## src/rtl/itmh_pkg.sv

```systemverilog
// ----------------------------------------------------------------------------
// Indexed timer min-heap package
// Shared types, codes and the key compare helper function of the timer heap core.
// ----------------------------------------------------------------------------
`default_nettype none
package itmh_pkg;

	localparam int HANDLE_W = 10;
	localparam int HANDLES  = 1 << HANDLE_W;
	localparam int KEY_W    = 32;
	localparam int OP_W     = 2;
	localparam int STATUS_W = 2;
	localparam logic [KEY_W-1:0] KEY_BUMP_RESET = 32'd86400000;

	localparam logic [OP_W-1:0] OP_INSERT   = 2'd0;
	localparam logic [OP_W-1:0] OP_POP      = 2'd1;
	localparam logic [OP_W-1:0] OP_REMOVE   = 2'd2;
	localparam logic [OP_W-1:0] OP_POSTPONE = 2'd3;

	localparam logic [STATUS_W-1:0] ST_OK     = 2'd0;
	localparam logic [STATUS_W-1:0] ST_EMPTY  = 2'd1;
	localparam logic [STATUS_W-1:0] ST_FULL   = 2'd2;
	localparam logic [STATUS_W-1:0] ST_HANDLE = 2'd3;

	typedef enum logic [3:0] {
		S_CLEAR,
		S_IDLE,
		S_LOOK,
		S_GOT,
		S_LAST,
		S_LIFT,
		S_LIFT_CMP,
		S_SINK,
		S_SINK_A,
		S_SINK_B,
		S_SINK_C,
		S_DONE
	} itmh_state_t;

	typedef enum logic [4:0] {
		CMD_NONE,
		CMD_CLEAR,
		CMD_ACCEPT,
		CMD_LOOK,
		CMD_INS,
		CMD_DUP,
		CMD_FULL,
		CMD_EMPTY,
		CMD_ABSENT,
		CMD_TAKE,
		CMD_POST,
		CMD_LAST,
		CMD_LIFT_RD,
		CMD_LIFT_MOVE,
		CMD_SINK_RD,
		CMD_SINK_A,
		CMD_SINK_B,
		CMD_SINK_MOVE,
		CMD_FINAL,
		CMD_OUT
	} itmh_cmd_t;

	typedef struct packed {
		logic [OP_W-1:0] op;
		logic            present;
		logic            full;
		logic            empty;
		logic            p_is_last;
		logic            p_gt1;
		logic            c_gt_count;
		logic            c1_le_count;
		logic            later_parent;
		logic            later_child;
		logic            clr_done;
		logic            out_busy;
	} itmh_stat_t;

	// A key is later than another when their wrapped difference is positive.
	function automatic logic is_later(input logic [KEY_W-1:0] a, input logic [KEY_W-1:0] b);
		logic [KEY_W-1:0] d;
		d = a - b;
		return (d != '0) && !d[KEY_W-1];
	endfunction

endpackage
`default_nettype wire

```

## src/rtl/itmh_ctrl.sv

```systemverilog
// ----------------------------------------------------------------------------
// Timer heap controller
// Sequences lookup, removal, lift and sink steps of each operation.
// ----------------------------------------------------------------------------
`default_nettype none
module itmh_ctrl (
	input  wire logic                 clk,
	input  wire logic                 arst_n,
	input  wire logic                 in_valid,
	output      logic                 in_ready,
	input  wire itmh_pkg::itmh_stat_t stat,
	output      itmh_pkg::itmh_cmd_t  cmd
);
	import itmh_pkg::*;

	itmh_state_t state_q, state_d;

	always_ff @(posedge clk or negedge arst_n) begin
		if (!arst_n) begin
			state_q <= S_CLEAR;
		end else begin
			state_q <= state_d;
		end
	end

	always_comb begin
		state_d = state_q;
		case (state_q)
			S_CLEAR: begin
				if (stat.clr_done) state_d = S_IDLE;
			end
			S_IDLE: begin
				if (in_valid) state_d = S_LOOK;
			end
			S_LOOK: state_d = S_GOT;
			S_GOT: begin
				state_d = S_DONE;
				case (stat.op)
					OP_INSERT: begin
						if (!stat.present && !stat.full) state_d = S_LIFT;
					end
					OP_POP: begin
						if (!stat.empty && !stat.p_is_last) state_d = S_LAST;
					end
					OP_REMOVE: begin
						if (stat.present && !stat.p_is_last) state_d = S_LAST;
					end
					OP_POSTPONE: begin
						if (stat.present) state_d = S_LIFT;
					end
					default: state_d = S_DONE;
				endcase
			end
			S_LAST: state_d = S_LIFT;
			S_LIFT: state_d = stat.p_gt1 ? S_LIFT_CMP : S_SINK;
			S_LIFT_CMP: state_d = stat.later_parent ? S_LIFT : S_SINK;
			S_SINK: state_d = (cmd == CMD_FINAL) ? S_DONE : S_SINK_A;
			S_SINK_A: state_d = stat.c1_le_count ? S_SINK_B : S_SINK_C;
			S_SINK_B: state_d = S_SINK_C;
			S_SINK_C: state_d = stat.later_child ? S_SINK : S_DONE;
			S_DONE: begin
				if (!stat.out_busy) state_d = S_IDLE;
			end
			default: state_d = S_CLEAR;
		endcase
	end

	always_comb begin
		cmd      = CMD_NONE;
		in_ready = 1'b0;
		case (state_q)
			S_CLEAR: cmd = CMD_CLEAR;
			S_IDLE: begin
				in_ready = 1'b1;
				if (in_valid) cmd = CMD_ACCEPT;
			end
			S_LOOK: cmd = CMD_LOOK;
			S_GOT: begin
				case (stat.op)
					OP_INSERT: begin
						if (stat.present) cmd = CMD_DUP;
						else if (stat.full) cmd = CMD_FULL;
						else cmd = CMD_INS;
					end
					OP_POP: cmd = stat.empty ? CMD_EMPTY : CMD_TAKE;
					OP_REMOVE: cmd = stat.present ? CMD_TAKE : CMD_ABSENT;
					OP_POSTPONE: cmd = stat.present ? CMD_POST : CMD_ABSENT;
					default: cmd = CMD_NONE;
				endcase
			end
			S_LAST: cmd = CMD_LAST;
			S_LIFT: cmd = stat.p_gt1 ? CMD_LIFT_RD : CMD_NONE;
			S_LIFT_CMP: cmd = stat.later_parent ? CMD_LIFT_MOVE : CMD_NONE;
			S_SINK: cmd = stat.c_gt_count ? CMD_FINAL : CMD_SINK_RD;
			S_SINK_A: cmd = CMD_SINK_A;
			S_SINK_B: cmd = CMD_SINK_B;
			S_SINK_C: cmd = stat.later_child ? CMD_SINK_MOVE : CMD_FINAL;
			S_DONE: cmd = stat.out_busy ? CMD_NONE : CMD_OUT;
			default: cmd = CMD_NONE;
		endcase
	end
endmodule
`default_nettype wire

```

## config.mk

```make
export PLATFORM = sky130hd
export DESIGN_NAME = itmh_ctrl
export DESIGN_NICKNAME = d
export VERILOG_FILES = /design/src/rtl/itmh_pkg.sv /design/src/rtl/itmh_ctrl.sv
export SDC_FILE = /design/constraint.sdc
export NUM_CORES = 1
export LEC_CHECK = 0
export BUFFER_PORTS_ARGS = -buffer_cell sky130_fd_sc_hd__buf_4
export CORE_MARGIN = 8
export CORE_UTILIZATION = 45
export CTS_BUF_LIST = sky130_fd_sc_hd__clkbuf_8
export CTS_CLUSTER_SIZE = 16
export DETAILED_ROUTE_END_ITERATION = 10
export PLACE_DENSITY = 0.69
export SYNTH_ARGS = -nofsm -noshare
export SYNTH_HDL_FRONTEND = slang
export SYNTH_SLANG_ARGS = --single-unit
```

## constraint.sdc

```tcl
create_clock -name clk -period 2.3 [get_ports clk]
set_input_delay 0.46 -clock clk [delete_from_list [all_inputs] [get_ports clk]]
set_output_delay 0.46 -clock clk [all_outputs]
set_load 0.05 [all_outputs]
```

==> impl.org <==
** Detailed routing
- Remaining design rule violation count :: 0
- Via/cell ratio :: 5.96
- The final route contains 816 vias.
- Post-Route WL :: 1.93 mm
- Final antenna-violating net count :: 0
- The detailed router finished its first iteration with 24 violations.
- After detailed routing, the average wire length per cell comes to 14.1 um.
- Number of iterations in the first detailed-routing pass :: 4

** Die
- Initial core utilization :: 46.5%
- Die Y :: 54.8 um
- The floorplan step defined a die boundary enclosing 3000 sq um.
- After floorplanning, the core was sized to cover 1450 sq um.
- The die is 54.8 um wide.
- During I/O placement, the number of pins put on the boundary was 22.
- # rows :: 14

** Global route
- For this run the aggregate overflow at the end of global routing stands at 0.
- Total routing resource utilization after global routing :: 15.5%
- Largest net degree at the start of global routing :: 15
- The first global-routing pass estimated 3.48 mm of wire.
- Vias in the first global route :: 807
- The number of antenna violations at the first check in global routing is 0.

** Clock tree
- # H-tree levels :: 1
- Post-cts gate resize count :: 0
- Clock slew at reported path FFs :: 30 ps
- TritonCTS clock tree :: yes
- The clock passes through at most 2 buffers.
- In this run, post-CTS hold repair placed 0 buffers.
- Total setup buffers inserted after CTS :: 0
- The later pin in the worst-skew pair is clocked with a latency of 220 ps.
- For this design, the sink count on the clock tree is 4.
- Clk Tree Root Cell :: clkbuf_8
- TritonCTS created 3 clock buffers.

** Worst setup path
- Cell count of the worst reg-to-reg path :: 5
- Largest delay contributor family on the critical path :: compound AO/OA/AOI/OAI gates
- The setup check on the worst reg-to-reg path leaves a slack of 650 ps.
- Of all nets on the critical path, the largest fanout is 7.
- Critical path startpoint category :: primary input
- Setup crit end kind :: output port
- Required time worst endpoint :: 1840 ps
- CP peak stage delay :: 310 ps
- The worst register-to-register path begins at state_q[1].
- In this run the critical register-to-register path is captured at state_q[3].
- Type of the worst setup path :: in2out
- Critical Path, Cell by Cell :: buf_4, mux2_1, a221oi_1, nor2_1, a21oi_1, o22ai_1, buf_4
- Worst path depth :: 7
- Most used cell, CP :: buf_4
- Worst path bufs/invs :: 2
- Data arrival, critical path :: 1650 ps
- The slowest stage of the critical path belongs to the cell mux2_1.

** Synthesis
- Number of warnings issued by yosys :: 0
- Part of the Yosys area used for sequential elements :: 14.8%
- dfrtp_1 takes more of the synthesized area than any other cell.
- Share of the synthesized area in the top cell type :: 14.8%
- Number of distinct library cells after synthesis :: 35
- Synthesis-stage register bit count :: 4
- The most used flip-flop cell after synthesis is dfrtp_1.
- After synthesis the cells add up to 676 sq um.
- In the post-synthesis netlist, the biggest area contributors are dfrtp_1 15%, a21oi_1 8.9%, buf_4 5.6%.
- Each instance of the synthesized netlist takes up on average 6.82 sq um.
- Total nets after synthesis :: 115
- Mapped Cells :: 99
- FFs w/ async S/R, synth :: 100%
- The synthesized design contains 0 enable-type register cells.

** Layout
- Number of flip-flops in the largest register :: 4
- Fillcell total :: 149
- Number of nets at the end of the flow :: 139
- Largest registers :: state_q x4
- The post-route netlist has 29.8% of its cells at a drive strength greater than 1.
- Compared with the post-synthesis result, the final layout area differs by 30.6%.
- Ranked by flip-flop count, first place goes to state_q.
- 0 antenna diodes ended up in the layout.

** Job
- Across the run, the number of max-cap violations was 0.

** Place
- The congestion estimate from routability-driven global placement came to 0.849.
- The wire-length estimate of the detail-placed layout is 1.61 mm.
- Count of input and output buffers :: 21
- Worst slack at placement :: 177 ps

** STA
- The max-slew violation count came to 0.
- Headroom to the max-slew limit came out at 72.6%.
- Hold Vio Cnt, Final :: 0
- Endpoints failing setup :: 0
- For the final database, setup skew stands at 0.0547 ps.
- The routed design could run at a clock period as short as 2110 ps.
- At the pin with the least slew margin, the transition time is 411 ps.
- Top achievable clock speed :: 473 MHz
- Dividing the final minimum period by the clock period gives 91.8%.
- Sum Neg Setup Slack :: 0 ps
- Final setup slack of the worst path :: 188 ps
- Setup repair after global routing left no endpoint under its margin.

** Power and ir drop
- VDD sags by at most 0.840 mV.
- In this run the power density over the cells is 1490 nW/um^2.
- Static Leakage :: 0.413 nW

** Outcome
- Result of the run :: finished, final reports clean

** Hold path
- Worst hold-check path type :: in2async
-- worst reg2reg max path, stage by stage, from the launching register on --
cell and delay [ps]:
dfrtp_1 520, nand2_1 220, nor3_1 90, buf_4 140, a32o_1 230, a311o_1 320
-- final cells by class --
cell class	count	area (sq um)	area share [%]
Multi-Input combinational cell	79	484	54.9
Clock buffer	3	41.3	4.68
Timing Repair Buffer	28	210	23.8
Sequential cell	4	100	11.3
Inverter	7	26.3	2.98
Tap cell	16	20.0	2.27
-- kinds of logic after synthesis --
logic type / after synthesis / synth area share [%]
AOI/OAI and AO/OA: 40 / 39.3
and+or+nand+nor: 35 / 25.9
buffers and inverters: 16 / 13.9
muxes: 4 / 6.11
DFF: 4 / 14.8
-- worst max-delay path by stage --
| stage | start | slack [ps] | end |
|---|---|---|---|
| after detailed placement | stat[12] | 180 | cmd[1] |
| after floorplan | stat[11] | 80 | cmd[1] |
| after CTS | state_q[3] | 110 | cmd[0] |
| after global routing | state_q[3] | 50 | cmd[3] |
| final | stat[12] | 190 | cmd[1] |
| after global placement | stat[12] | 200 | cmd[1] |
-- where the power goes --
group | internal (mW) | leakage (nW) | switching (mW)
clock network | 0.112 | 0.0216 | 0.0376
registers | 0.103 | 0.0496 | 0.0767
logic | 0.388 | 0.342 | 0.602
-- metal layers --
layer,vias to the layer above,GRT usage (%),share of wire (%)
met3,4,4.35,5.5
met4,0,6.97,1.8
li1,410,-,-
met1,374,16.3,39
met5,-,0,0
met2,28,27.9,53
-- layout by cell type (no fill, tap or decap), types with 2 or more instances in the layout --
master / count
buf_4: 28
a21oi_1: 12
nand2_1: 9
nor2_1: 7
inv_1: 7
nor3_1: 5
o21ai_0: 5
nand2b_1: 4
nand3_1: 4
dfrtp_1: 4
mux2i_1: 3
a31oi_1: 3
o22ai_1: 3
clkbuf_8: 3
o21ai_1: 2
a221oi_1: 2
a32o_1: 2
-- cells in the mapped netlist, drive strengths merged, types with 2 or more instances --
cell type and count:
dfrtp 4, o22ai 3, a21oi 13, a31oi 3
o21ai 8, inv 7, nand2b 4, nand3 4
mux2i 3, buf 7, nor2b 2, clkbuf 2
a32o 2, nand2 9, nor2 7, a221oi 2
nor3 5
-- per-stage QoR --
stage	hold slack, ps	power, mW	utilization, %	area (sq um)	std cells
6_report	29.3	1.32	60.7	882	137
5_1_grt	24.7	1.43	60.7	882	137
4_1_cts	26.7	1.33	60.5	880	137
3_5_place_dp	260	1.17	57.7	838	134
3_3_place_gp	255	1.17	57.7	838	134
2_1_floorplan	164	0.937	-	676	99
No activity file was read; power rests on OpenSTA's default activity.
